### src/hw/rtl/bsfb_pkg.sv
// shared types and constants for the bitmap stream to framebuffer blitter
package bsfb_pkg;

    // header layout
    localparam logic [8:0] HDR_OFFSET_BYTE = 9'h00E;
    localparam logic [8:0] HDR_WIDTH_LO    = 9'h012;
    localparam logic [8:0] HDR_WIDTH_HI    = 9'h013;
    localparam logic [8:0] HDR_HEIGHT_LO   = 9'h016;
    localparam logic [8:0] HDR_HEIGHT_HI   = 9'h017;
    localparam logic [8:0] HDR_MIN_DATA    = 9'h018;

    // register reset values
    localparam logic [31:0] FRAME_BASE_RESET = 32'hD000_0000;
    localparam logic [15:0] ROW_PITCH_RESET  = 16'h1000;

    localparam int CFG_DATA_W = 32;

    // pixel queue between the parser and the address unit
    localparam int QUEUE_DEPTH = 4;
    localparam int QUEUE_PTR_W = $clog2(QUEUE_DEPTH);
    localparam int QUEUE_CNT_W = QUEUE_PTR_W + 1;

    typedef enum logic [0:0] {
        REG_FRAME_BASE = 1'b0,
        REG_ROW_PITCH  = 1'b1
    } reg_index_t;

    typedef enum logic [1:0] {
        PH_BYTE0 = 2'd0,
        PH_BYTE1 = 2'd1,
        PH_BYTE2 = 2'd2
    } phase_t;

    typedef struct packed {
        logic                  enable;
        reg_index_t            index;
        logic [CFG_DATA_W-1:0] data;
    } cfg_write_t;

    // one pixel as handed from the parser to the address unit
    typedef struct packed {
        logic [16:0] column;
        logic [16:0] row;
        logic [7:0]  byte_zero;
        logic [7:0]  byte_one;
        logic [7:0]  byte_two;
        logic        last_pixel;
    } pixel_token_t;

endpackage

### src/hw/rtl/bsfb_channels.sv
// stream interfaces for the file bytes and the pixel writes
interface bsfb_byte_if;
    logic        valid;
    logic        ready;
    logic [7:0]  data_byte;
    logic        first_byte;
    logic [15:0] origin_x;
    logic [15:0] origin_y;

    modport source (output valid, output data_byte, output first_byte,
                    output origin_x, output origin_y, input ready);
    modport sink   (input valid, input data_byte, input first_byte,
                    input origin_x, input origin_y, output ready);
endinterface

interface bsfb_pixel_if;
    logic        valid;
    logic        ready;
    logic [31:0] write_address;
    logic [7:0]  byte_zero;
    logic [7:0]  byte_one;
    logic [7:0]  byte_two;
    logic        last_pixel;

    modport source (output valid, output write_address, output byte_zero,
                    output byte_one, output byte_two, output last_pixel, input ready);
    modport sink   (input valid, input write_address, input byte_zero,
                    input byte_one, input byte_two, input last_pixel, output ready);
endinterface

### src/hw/rtl/bsfb_front.sv
// header parser and pixel assembler
module bsfb_front
(
    input  logic                  clk,
    input  logic                  rst_n,
    bsfb_byte_if.sink             stream,
    input  logic                  queue_full,
    output logic                  push,
    output bsfb_pkg::pixel_token_t token
);

    logic [8:0]       hdr_pos_reg, hdr_pos_next;
    logic [8:0]       data_offset_reg, data_offset_next;
    logic [15:0]      width_reg, width_next;
    logic [15:0]      height_reg, height_next;
    logic [15:0]      col_reg, col_next;
    logic [15:0]      row_reg, row_next;
    bsfb_pkg::phase_t phase_reg, phase_next;
    logic [7:0]       held0_reg, held0_next;
    logic [7:0]       held1_reg, held1_next;
    logic [15:0]      start_col_reg, start_col_next;
    logic [15:0]      start_row_reg, start_row_next;
    logic             done_reg, done_next;

    logic             accept;
    logic [8:0]       offset_sum;
    logic [15:0]      rows_left;

    assign stream.ready = !queue_full;
    assign accept       = stream.valid && stream.ready;
    assign offset_sum   = bsfb_pkg::HDR_OFFSET_BYTE + {1'b0, stream.data_byte};

    always_comb
    begin
        hdr_pos_next     = hdr_pos_reg;
        data_offset_next = data_offset_reg;
        width_next       = width_reg;
        height_next      = height_reg;
        col_next         = col_reg;
        row_next         = row_reg;
        phase_next       = phase_reg;
        held0_next       = held0_reg;
        held1_next       = held1_reg;
        start_col_next   = start_col_reg;
        start_row_next   = start_row_reg;
        done_next        = done_reg;
        push             = 1'b0;
        rows_left        = '0;
        token            = '0;

        if (accept)
        begin
            // restart drops whatever image was in progress
            if (stream.first_byte)
            begin
                hdr_pos_next     = '0;
                data_offset_next = '0;
                width_next       = '0;
                height_next      = '0;
                col_next         = '0;
                row_next         = '0;
                phase_next       = bsfb_pkg::PH_BYTE0;
                held0_next       = '0;
                held1_next       = '0;
                start_col_next   = stream.origin_x;
                start_row_next   = stream.origin_y;
                done_next        = 1'b0;
            end

            if (!done_next)
            begin
                if (hdr_pos_next < bsfb_pkg::HDR_MIN_DATA || hdr_pos_next < data_offset_next)
                begin
                    case (hdr_pos_next)
                        bsfb_pkg::HDR_OFFSET_BYTE:
                            data_offset_next = (offset_sum < bsfb_pkg::HDR_MIN_DATA) ?
                                               bsfb_pkg::HDR_MIN_DATA : offset_sum;
                        bsfb_pkg::HDR_WIDTH_LO:  width_next[7:0]   = stream.data_byte;
                        bsfb_pkg::HDR_WIDTH_HI:  width_next[15:8]  = stream.data_byte;
                        bsfb_pkg::HDR_HEIGHT_LO: height_next[7:0]  = stream.data_byte;
                        bsfb_pkg::HDR_HEIGHT_HI: height_next[15:8] = stream.data_byte;
                        default: ;
                    endcase
                    hdr_pos_next = hdr_pos_next + 9'd1;
                end
                else if (width_next == '0 || height_next == '0)
                begin
                    done_next = 1'b1;
                end
                else
                begin
                    case (phase_next)
                        bsfb_pkg::PH_BYTE0:
                        begin
                            held0_next = stream.data_byte;
                            phase_next = bsfb_pkg::PH_BYTE1;
                        end
                        bsfb_pkg::PH_BYTE1:
                        begin
                            held1_next = stream.data_byte;
                            phase_next = bsfb_pkg::PH_BYTE2;
                        end
                        default:
                        begin
                            // file rows run bottom-up, screen rows top-down
                            rows_left        = height_next - 16'd1 - row_next;
                            token.column     = {1'b0, start_col_next} + {1'b0, col_next};
                            token.row        = {1'b0, start_row_next} + {1'b0, rows_left};
                            token.byte_zero  = held0_next;
                            token.byte_one   = held1_next;
                            token.byte_two   = stream.data_byte;
                            phase_next       = bsfb_pkg::PH_BYTE0;
                            col_next         = col_next + 16'd1;
                            if (col_next >= width_next)
                            begin
                                col_next = '0;
                                row_next = row_next + 16'd1;
                            end
                            token.last_pixel = (row_next >= height_next);
                            if (token.last_pixel)
                            begin
                                done_next = 1'b1;
                            end
                            push = 1'b1;
                        end
                    endcase
                end
            end
        end
    end

    always_ff @(posedge clk or negedge rst_n)
    begin
        if (!rst_n)
        begin
            hdr_pos_reg     <= '0;
            data_offset_reg <= '0;
            width_reg       <= '0;
            height_reg      <= '0;
            col_reg         <= '0;
            row_reg         <= '0;
            phase_reg       <= bsfb_pkg::PH_BYTE0;
            held0_reg       <= '0;
            held1_reg       <= '0;
            start_col_reg   <= '0;
            start_row_reg   <= '0;
            done_reg        <= 1'b1;
        end
        else
        begin
            hdr_pos_reg     <= hdr_pos_next;
            data_offset_reg <= data_offset_next;
            width_reg       <= width_next;
            height_reg      <= height_next;
            col_reg         <= col_next;
            row_reg         <= row_next;
            phase_reg       <= phase_next;
            held0_reg       <= held0_next;
            held1_reg       <= held1_next;
            start_col_reg   <= start_col_next;
            start_row_reg   <= start_row_next;
            done_reg        <= done_next;
        end
    end

endmodule

### src/hw/rtl/bsfb_queue.sv
// short pixel queue between parser and address unit
module bsfb_queue
(
    input  logic                  clk,
    input  logic                  rst_n,
    input  logic                  push,
    input  bsfb_pkg::pixel_token_t push_token,
    output logic                  full,
    input  logic                  pop,
    output logic                  head_valid,
    output bsfb_pkg::pixel_token_t head_token
);

    bsfb_pkg::pixel_token_t                entries_reg [bsfb_pkg::QUEUE_DEPTH];
    logic [bsfb_pkg::QUEUE_PTR_W-1:0]      wr_ptr_reg, wr_ptr_next;
    logic [bsfb_pkg::QUEUE_PTR_W-1:0]      rd_ptr_reg, rd_ptr_next;
    logic [bsfb_pkg::QUEUE_CNT_W-1:0]      count_reg, count_next;

    assign full       = (count_reg == bsfb_pkg::QUEUE_CNT_W'(bsfb_pkg::QUEUE_DEPTH));
    assign head_valid = (count_reg != '0);
    assign head_token = entries_reg[rd_ptr_reg];

    always_comb
    begin
        wr_ptr_next = push ? wr_ptr_reg + 1'b1 : wr_ptr_reg;
        rd_ptr_next = pop ? rd_ptr_reg + 1'b1 : rd_ptr_reg;
        count_next  = count_reg + bsfb_pkg::QUEUE_CNT_W'(push)
                                - bsfb_pkg::QUEUE_CNT_W'(pop);
    end

    always_ff @(posedge clk)
    begin
        if (push)
        begin
            entries_reg[wr_ptr_reg] <= push_token;
        end
    end

    always_ff @(posedge clk or negedge rst_n)
    begin
        if (!rst_n)
        begin
            wr_ptr_reg <= '0;
            rd_ptr_reg <= '0;
            count_reg  <= '0;
        end
        else
        begin
            wr_ptr_reg <= wr_ptr_next;
            rd_ptr_reg <= rd_ptr_next;
            count_reg  <= count_next;
        end
    end

    a_count_bound: assert property (@(posedge clk) disable iff (!rst_n)
        count_reg <= bsfb_pkg::QUEUE_CNT_W'(bsfb_pkg::QUEUE_DEPTH))
        else $error("pixel queue count beyond depth");

    a_no_overflow: assert property (@(posedge clk) disable iff (!rst_n)
        push |-> !full)
        else $error("pixel pushed into full queue");

    a_no_underflow: assert property (@(posedge clk) disable iff (!rst_n)
        pop |-> head_valid)
        else $error("pixel popped from empty queue");

    a_ptr_gap: assert property (@(posedge clk) disable iff (!rst_n)
        (count_reg == '0) |-> (wr_ptr_reg == rd_ptr_reg))
        else $error("queue pointers disagree with count");

endmodule

### src/hw/rtl/bsfb_back.sv
// config registers and two-stage framebuffer address unit
module bsfb_back
(
    input  logic                  clk,
    input  logic                  rst_n,
    input  bsfb_pkg::cfg_write_t  cfg,
    input  logic                  head_valid,
    input  bsfb_pkg::pixel_token_t head_token,
    output logic                  pop,
    bsfb_pixel_if.source          pixel
);

    logic [31:0] frame_base_reg;
    logic [15:0] row_pitch_reg;

    logic        a_valid_reg;
    logic [31:0] a_product_reg;
    logic [31:0] a_colterm_reg;
    logic [7:0]  a_byte0_reg, a_byte1_reg, a_byte2_reg;
    logic        a_last_reg;

    logic        b_valid_reg;
    logic [31:0] b_address_reg;
    logic [7:0]  b_byte0_reg, b_byte1_reg, b_byte2_reg;
    logic        b_last_reg;

    logic        a_ready;
    logic        b_ready;
    logic [32:0] product;
    logic [31:0] colterm;

    assign b_ready = !b_valid_reg || pixel.ready;
    assign a_ready = !a_valid_reg || b_ready;
    assign pop     = head_valid && a_ready;

    assign product = 33'(head_token.row) * 33'(row_pitch_reg);
    assign colterm = frame_base_reg + {13'd0, head_token.column, 2'b00};

    always_ff @(posedge clk or negedge rst_n)
    begin
        if (!rst_n)
        begin
            frame_base_reg <= bsfb_pkg::FRAME_BASE_RESET;
            row_pitch_reg  <= bsfb_pkg::ROW_PITCH_RESET;
        end
        else if (cfg.enable)
        begin
            case (cfg.index)
                bsfb_pkg::REG_FRAME_BASE: frame_base_reg <= cfg.data;
                bsfb_pkg::REG_ROW_PITCH:  row_pitch_reg  <= cfg.data[15:0];
                default: ;
            endcase
        end
    end

    always_ff @(posedge clk or negedge rst_n)
    begin
        if (!rst_n)
        begin
            a_valid_reg <= 1'b0;
            b_valid_reg <= 1'b0;
        end
        else
        begin
            if (a_ready)
            begin
                a_valid_reg <= head_valid;
            end
            if (b_ready)
            begin
                b_valid_reg <= a_valid_reg;
            end
        end
    end

    always_ff @(posedge clk)
    begin
        if (pop)
        begin
            a_product_reg <= product[31:0];
            a_colterm_reg <= colterm;
            a_byte0_reg   <= head_token.byte_zero;
            a_byte1_reg   <= head_token.byte_one;
            a_byte2_reg   <= head_token.byte_two;
            a_last_reg    <= head_token.last_pixel;
        end
        if (b_ready && a_valid_reg)
        begin
            b_address_reg <= a_product_reg + a_colterm_reg;
            b_byte0_reg   <= a_byte0_reg;
            b_byte1_reg   <= a_byte1_reg;
            b_byte2_reg   <= a_byte2_reg;
            b_last_reg    <= a_last_reg;
        end
    end

    assign pixel.valid         = b_valid_reg;
    assign pixel.write_address = b_address_reg;
    assign pixel.byte_zero     = b_byte0_reg;
    assign pixel.byte_one      = b_byte1_reg;
    assign pixel.byte_two      = b_byte2_reg;
    assign pixel.last_pixel    = b_last_reg;

    a_stall_holds: assert property (@(posedge clk) disable iff (!rst_n)
        (a_valid_reg && !b_ready) |=> a_valid_reg)
        else $error("address stage lost a pixel under stall");

    a_pop_needs_room: assert property (@(posedge clk) disable iff (!rst_n)
        pop |=> a_valid_reg)
        else $error("popped pixel did not reach address stage");

    a_stage_moves: assert property (@(posedge clk) disable iff (!rst_n)
        (a_valid_reg && b_ready) |=> b_valid_reg)
        else $error("address stage transfer not registered");

endmodule

### src/hw/rtl/bmp_stream_to_framebuffer_blit.sv
// top level of the bitmap stream to framebuffer blitter
//
// channel   dir  payload                                              handshake
// stream    in   data_byte, first_byte, origin_x, origin_y            valid/ready
// pixel     out  write_address, byte_zero/one/two, last_pixel         valid/ready
// config    in   register_index, write_data                           write_enable
//
// one file byte per cycle while the queue is not full; a pixel write follows its
// third byte into the parser, through the queue and the multiply and add stages
// the row-times-pitch multiplier is registered before the final add
// reset puts the parser in idle until a first byte; registers take their defaults
// a stalled pixel output fills the four-entry queue before stream ready drops
module bmp_stream_to_framebuffer_blit
(
    input  logic                              clk,
    input  logic                              rst_n,
    bsfb_byte_if.sink                         stream,
    bsfb_pixel_if.source                      pixel,
    input  logic                              write_enable,
    input  bsfb_pkg::reg_index_t              register_index,
    input  logic [bsfb_pkg::CFG_DATA_W-1:0]   write_data
);

    bsfb_pkg::cfg_write_t   cfg;
    bsfb_pkg::pixel_token_t push_token;
    bsfb_pkg::pixel_token_t head_token;
    logic                   push;
    logic                   pop;
    logic                   queue_full;
    logic                   head_valid;

    assign cfg.enable = write_enable;
    assign cfg.index  = register_index;
    assign cfg.data   = write_data;

    bsfb_front u_front
    (
        .clk        (clk),
        .rst_n      (rst_n),
        .stream     (stream),
        .queue_full (queue_full),
        .push       (push),
        .token      (push_token)
    );

    bsfb_queue u_queue
    (
        .clk        (clk),
        .rst_n      (rst_n),
        .push       (push),
        .push_token (push_token),
        .full       (queue_full),
        .pop        (pop),
        .head_valid (head_valid),
        .head_token (head_token)
    );

    bsfb_back u_back
    (
        .clk        (clk),
        .rst_n      (rst_n),
        .cfg        (cfg),
        .head_valid (head_valid),
        .head_token (head_token),
        .pop        (pop),
        .pixel      (pixel)
    );

endmodule
### src/flat_wrapper.sv
// flat-port wrapper written by rule: the top's interface ports become plain ports
module bmp_stream_to_framebuffer_blit_flat 
  (clk, rst_n, write_enable, register_index, write_data, stream_valid, stream_data_byte, stream_first_byte, stream_origin_x, stream_origin_y, stream_ready, pixel_valid, pixel_write_address, pixel_byte_zero, pixel_byte_one, pixel_byte_two, pixel_last_pixel, pixel_ready);
  bsfb_byte_if stream_i ();
  bsfb_pixel_if pixel_i ();
  input  logic clk;
  input  logic rst_n;
  input  logic write_enable;
  input  bsfb_pkg::reg_index_t register_index;
  input  logic [bsfb_pkg::CFG_DATA_W-1:0] write_data;
  input wire logic [$bits(stream_i.valid)-1:0] stream_valid;
  input wire logic [$bits(stream_i.data_byte)-1:0] stream_data_byte;
  input wire logic [$bits(stream_i.first_byte)-1:0] stream_first_byte;
  input wire logic [$bits(stream_i.origin_x)-1:0] stream_origin_x;
  input wire logic [$bits(stream_i.origin_y)-1:0] stream_origin_y;
  output wire logic [$bits(stream_i.ready)-1:0] stream_ready;
  output wire logic [$bits(pixel_i.valid)-1:0] pixel_valid;
  output wire logic [$bits(pixel_i.write_address)-1:0] pixel_write_address;
  output wire logic [$bits(pixel_i.byte_zero)-1:0] pixel_byte_zero;
  output wire logic [$bits(pixel_i.byte_one)-1:0] pixel_byte_one;
  output wire logic [$bits(pixel_i.byte_two)-1:0] pixel_byte_two;
  output wire logic [$bits(pixel_i.last_pixel)-1:0] pixel_last_pixel;
  input wire logic [$bits(pixel_i.ready)-1:0] pixel_ready;
  assign stream_i.valid = stream_valid;
  assign stream_i.data_byte = stream_data_byte;
  assign stream_i.first_byte = stream_first_byte;
  assign stream_i.origin_x = stream_origin_x;
  assign stream_i.origin_y = stream_origin_y;
  assign stream_ready = stream_i.ready;
  assign pixel_valid = pixel_i.valid;
  assign pixel_write_address = pixel_i.write_address;
  assign pixel_byte_zero = pixel_i.byte_zero;
  assign pixel_byte_one = pixel_i.byte_one;
  assign pixel_byte_two = pixel_i.byte_two;
  assign pixel_last_pixel = pixel_i.last_pixel;
  assign pixel_i.ready = pixel_ready;
  bmp_stream_to_framebuffer_blit u_core (.clk(clk), .rst_n(rst_n), .stream(stream_i), .pixel(pixel_i), .write_enable(write_enable), .register_index(register_index), .write_data(write_data));
endmodule
### config.mk
export PLATFORM = sky130hd
export DESIGN_NAME = bmp_stream_to_framebuffer_blit_flat
export DESIGN_NICKNAME = d
export VERILOG_FILES = /design/src/hw/rtl/bsfb_pkg.sv /design/src/hw/rtl/bsfb_channels.sv /design/src/hw/rtl/bsfb_front.sv /design/src/hw/rtl/bsfb_queue.sv /design/src/hw/rtl/bsfb_back.sv /design/src/hw/rtl/bmp_stream_to_framebuffer_blit.sv /design/src/flat_wrapper.sv
export SDC_FILE = /design/constraint.sdc
export NUM_CORES = 2
export LEC_CHECK = 0
export BUFFER_PORTS_ARGS = -buffer_cell sky130_fd_sc_hd__buf_2
export CORE_AREA = 2 2 306 308
export CTS_BUF_LIST = sky130_fd_sc_hd__clkbuf_4 sky130_fd_sc_hd__clkbuf_8
export DETAILED_ROUTE_END_ITERATION = 6
export DIE_AREA = 0 0 308 310
export PLACE_DENSITY = 0.57
export REMOVE_ABC_BUFFERS = 1
export SETUP_SLACK_MARGIN = 0.4
export SLEW_MARGIN = 20
export SYNTH_ARGS = -nofsm -noshare
export SYNTH_HDL_FRONTEND = slang
export SYNTH_SLANG_ARGS = --single-unit
### constraint.sdc
create_clock -name clk -period 15.8 [get_ports clk]
set_clock_uncertainty 0.2 [all_clocks]
set_input_delay 4.74 -clock clk [delete_from_list [all_inputs] [get_ports clk]]
set_output_delay 4.74 -clock clk [all_outputs]
set_load 0.02 [all_outputs]
## After elaboration in Yosys (flattened, before gate mapping)

Memory sizes are Yosys's and may differ from the RTL's.
Index checks and enable logic that the tools add are counted.

- Bits in registers: 336
- Memory bits (writable): 236
- Bits of input ports: 79
- Logic and storage cells: 156
- Memories: 1

- Add/sub/neg operators: 14
- Multiply operators: 1
- $lt $le $gt $ge: 5
- Equal/unequal tests: 7
- Muxes and demuxes: 80
- Bitwise operators: 1
- Reductions and logical operators: 17

Memory list:

| name | depth | bits a word | read ports | clocked after memory_dff | wr ports | RTL line | source |
|---|---|---|---|---|---|---|---|
| u_core.u_queue.entries_reg | 4 | 59 | 1 | 0 | 1 | bsfb_queue.sv:14 | `bsfb_pkg::pixel_token_t entries_reg [bsfb_pkg::QUEUE_DEPTH];` |

Operator list:

| cell | number |
|---|---|
| $mux W16 | 31 |
| $mux W59 | 5 |
| $mux W8 | 14 |
| $mux W9 | 10 |
| $eq A9 B5 Y1 const B | 4 |
| $add A16 B16 Y17 | 2 |
| $add A16 B1 Y16 const B | 2 |
| $add A32 B19 Y32 | 1 |
| $add A32 B32 Y32 | 1 |
| $ge A16 B16 Y1 | 2 |
| $logic_not A16 Y1 | 2 |
| $mul A17 B16 Y32 | 1 |
| $lt A9 B5 Y1 const B | 2 |
| $sub A16 B1 Y16 const B | 1 |
| $sub A16 B16 Y16 | 1 |
| $mux W1 | 14 |
| $mux W2 | 5 |
| $add A4 B8 Y9 const A | 1 |
| $add A9 B1 Y9 const B | 1 |
| $eq A9 B4 Y1 const B | 1 |
| $lt A9 B9 Y1 | 1 |
| $add A2 B1 Y2 const B | 2 |
| $logic_or A1 B1 Y1 | 4 |
| $pmux W2 S2 | 1 |
| other kinds (11) | 16 |

## Depth between registers and ports, before layout

- Depth after elaboration: 18
- Gate-level depth with buffers: 32
- Gate-level depth less buffers: 26

## Cells and area by module

Synthesis repeated with hierarchy kept, for this count alone.

- Cell total of the unflattened synthesis: 3,147
- Area, all modules: 37,134.4 sq um

Modules (own cells, without submodules):

| module | instances | cells each | area each (sq um) |
|---|---|---|---|
| bsfb_back | 1 | 1,669 | 17,865.9 |
| bsfb_front | 1 | 1,135 | 10,296.1 |
| bsfb_queue | 1 | 343 | 8,972.4 |

## Least setup slack after synthesis

Ideal clock, no wire load.

- Kind: in2reg
- Start: input port pixel_ready
- End: register u_core.u_queue.count_reg[2] in the netlist's numbering
- Setup time: 123 ps
- Arrival: 10,776 ps
- Slack: 4,701 ps
- Cell stages on the path: 8
- Cells stage by stage: nor2b_1 > a21oi_1 > ha_1 > inv_1 > ha_1 > inv_1 > fa_1 > xnor2_1

- Longest elaborated chain between the ends: 4

RTL lines:

| what | RTL line | source |
|---|---|---|
| start, declared | flat_wrapper.sv:23 | `input wire logic [$bits(pixel_i.ready)-1:0] pixel_ready;` |
| $logic_or A1 B1 Y1 | bsfb_back.sv:32 | `assign b_ready = !b_valid_reg \|\| pixel.ready;` |
| $logic_or A1 B1 Y1 | bsfb_back.sv:33 | `assign a_ready = !a_valid_reg \|\| b_ready;` |
| $logic_and A1 B1 Y1 | bsfb_back.sv:34 | `assign pop = head_valid && a_ready;` |
| named net u_core.pop | bmp_stream_to_framebuffer_blit.sv:28 | `logic pop;` |
| $sub A3 B1 Y3 | bsfb_queue.sv:28 | `- bsfb_pkg::QUEUE_CNT_W'(pop);` |
| named net u_core.u_queue.count_next, one bit | bsfb_queue.sv:17 | `logic [bsfb_pkg::QUEUE_CNT_W-1:0] count_reg, count_next;` |
| end signal, assigned | bsfb_queue.sv:51 | `count_reg <= count_next;` |
| end, declared | bsfb_queue.sv:17 |  |

The timed path passes the listed nets, and every way through them passes these cells.
A chain may end at the register's enable or synchronous reset.

==> metrics <==
antenna violations before repair=3; placed cells=4402; most used flip-flop cell after synthesis=edfxtp_1; GPL Wtd Cong=0.856; DR vias=24100; design area=40800 um^2; Worst Setup SP=stream_first_byte; initial DRC count=1570; Worst setup EP type=flop; Critical Path End=u_core.u_queue.entries_reg[1][0]$_DFFE_PP_; Yosys reg bits=572; post-synth cell types=78; Non-Filler Instances=4592; # IOs=138; FFs w/ async S/R, synth=33.2%; max reg flops=236; clk_lat worst skew=740 ps; Mapped Area=36700 um^2; total grt overflow=0; R2R Setup Slk=7380 ps; WS Path Type=input port to flop; CTS Buf Count=99; f_max=95.8 MHz; vias in the first global route=24800; Crit Path Max Fanout=36; Hold/Removal Path Class=flop to flop; min Tclk post-route=10440 ps; H-tree levels=3; area growth from synthesis to layout=11.2%; synthesized area per cell=11.6 um^2; placed cell area=38600 um^2; Die H=310 um; Post-synth EDFFs=382; CTS root buf=clkbuf_8; Final nets=3845; r2r worst-path depth=23; post_cts resized=0; Slew headroom=18.2%; clk buf depth=3; setup violators final=0; Final TNS setup=0 ps; vias per inst=5.24; Least-Margin Pin Slew=1220 ps; first-pass GRT wire length=142000 um; Routed Antenna Nets=0; die area=95500 um^2; PortBufs=137; layout cells sized above 1=16.2%; core region area=92500 um^2; register area share after synthesis=44.2%; Critical R2R Capture=u_core.u_back.a_product_reg[31]$_DFFE_PP_; status=completed; clock-pin slew on the worst setup and hold paths=60 ps; DRT Pass-1 Iters=6; setup repair bufs after CTS=0; Final Hold Slack=219 ps; final wirelength=90400 um; hold-fix buffers at CTS=0; Hold Vio Cnt, Final=0; largest net degree at the start of global routing=73; max-slew violation count=0; Rows=112; Startpoint Class=input port; Arrival @ worst endpoint=10680 ps; GRT Util Overall=19.1%; TritonCTS clock tree=built; starting density of the core=39.7%; post-synthesis instance total=3163; RSZ-0062 raised after global routing=no; die width=308 um; Syn. warnings=0; crit share post-route=66.0%; Reg-to-Reg Start=u_core.u_queue.rd_ptr_reg[1]$_DFFE_PN0P_; clk sink count=572; Worst EP required=16040 ps; Post-DP HPWL=64400 um; DR DRC count=0; routed len/inst=19.7 um; MaxCap Viol Count=0
[per-layer routing]
layer / up-vias / GRT usage (%) / routed length, um
li1: 11300 / - / -
met4: 2 / 5.41 / 2110
met2: 587 / 32.3 / 43400
met5: - / 0 / 16
met3: 137 / 3.12 / 4000
met1: 12000 / 25.5 / 40900
[layout by cell type, fill, tap and decap left out, drive strengths merged, types with 7 or more instances in the layout]
master,Yosys,routed
buf,32,159
nand2b,18,18
a21oi,111,111
o21ai,104,104
a32oi,9,9
a31oi,15,15
and3,52,52
nand3,50,50
dfrtp,185,185
ha,247,247
nor2b,47,47
and2,131,131
mux4,59,59
o21a,22,22
edfxtp,382,382
nand2,361,361
clkbuf,86,151
o211ai,12,12
nor4,12,12
mux2i,8,8
or3,12,12
a21o,45,45
nand4,24,24
nor3b,7,7
nor2,134,134
a221o,7,7
inv,310,314
o21bai,17,17
a211oi,22,22
xnor2,106,106
or2,7,7
nor3,55,55
a22o,22,22
clkinv,0,26
xor2,51,51
mux2,108,108
a22oi,11,11
fa,213,213
[area by class of cell]
cell class	instances	area, um^2
fill	8637	51700
inverter	310	1160
timing repair buffer	160	870
tap	1197	1500
clock buffer	150	1830
antenna	3	7.51
clock inverter	37	357
sequential	572	16200
multi-input combinational	2163	18800
[synthesized netlist by cell type, types with 51 or more instances]
master	n	area (um^2)
mux2_2	108	1220
inv_1	308	1160
nand2_1	361	1360
nor2_1	133	499
xor2_1	51	447
clkbuf_1	86	323
ha_1	247	3090
a21oi_1	110	551
and2_1	131	820
fa_1	213	4260
and3_1	52	325
edfxtp_1	382	11500
o21ai_0	94	470
mux4_2	59	1330
nor3_1	54	270
xnor2_1	106	928
dfrtp_1	185	4630
[worst max-delay path: stages]
cell,delay (ps)
buf_4,260
nor2b_1,280
ha_1,260
and3_1,260
nor3b_1,430
nand3_1,180
nor2_1,260
nand3_1,140
xor2_1,150
nor2_1,140
ha_1,260
a21o_1,160
a21oi_1,180
nand2_1,80
a41oi_1,480
nor2_1,290
buf_4,280
and2_1,190
xnor2_1,140
ha_1,310
a21o_1,180
a21o_1,170
a21oi_1,130
nor2b_1,60
o21ai_0,140
nand2_1,70
o22ai_1,270
nor2_1,130
[through the flow]
step | util, % | worst slack (ps)
floorplan | - | 4700
global placement | 41.7 | 4760
detailed placement | 41.7 | 4660
CTS | 44.1 | 5470
global route | 44.1 | 4830
finish | 44.1 | 5360
[cell families after synthesis]
group	after synthesis	synth area share, %
DFF	572	44.2
adders and majority gates	460	20.0
xor gates and xnor gates	157	3.75
buffers and inverters	428	4.51
AOI/OAI and AO/OA	445	8.07
and+or+nand+nor	926	12.2
muxes	175	7.15
[worst min-delay path by stage]
| stage | from | endpoint | slack [ps] | cells past startpoint |
|---|---|---|---|---|
| detailed placement | u_core.u_back.a_byte0_reg[2]$_DFFE_PP_ | u_core.u_back.pixel.byte_zero[2]$_DFFE_PP_ | 210 | 0 |
| global placement | u_core.u_back.a_byte1_reg[7]$_DFFE_PP_ | u_core.u_back.pixel.byte_one[7]$_DFFE_PP_ | 200 | 0 |
| global route | u_core.u_back.a_byte1_reg[3]$_DFFE_PP_ | u_core.u_back.pixel.byte_one[3]$_DFFE_PP_ | 210 | 0 |
| floorplan | u_core.u_back.a_byte1_reg[0]$_DFFE_PP_ | u_core.u_back.pixel.byte_one[0]$_DFFE_PP_ | 200 | 0 |
| CTS | u_core.u_back.a_byte1_reg[3]$_DFFE_PP_ | u_core.u_back.pixel.byte_one[3]$_DFFE_PP_ | 220 | 0 |
| finish | u_core.u_back.a_byte1_reg[0]$_DFFE_PP_ | u_core.u_back.pixel.byte_one[0]$_DFFE_PP_ | 220 | 0 |
Power is left out: the tool's default activity adds up to more than one toggle a clock period on the data nets, which glitch-free logic cannot reach.
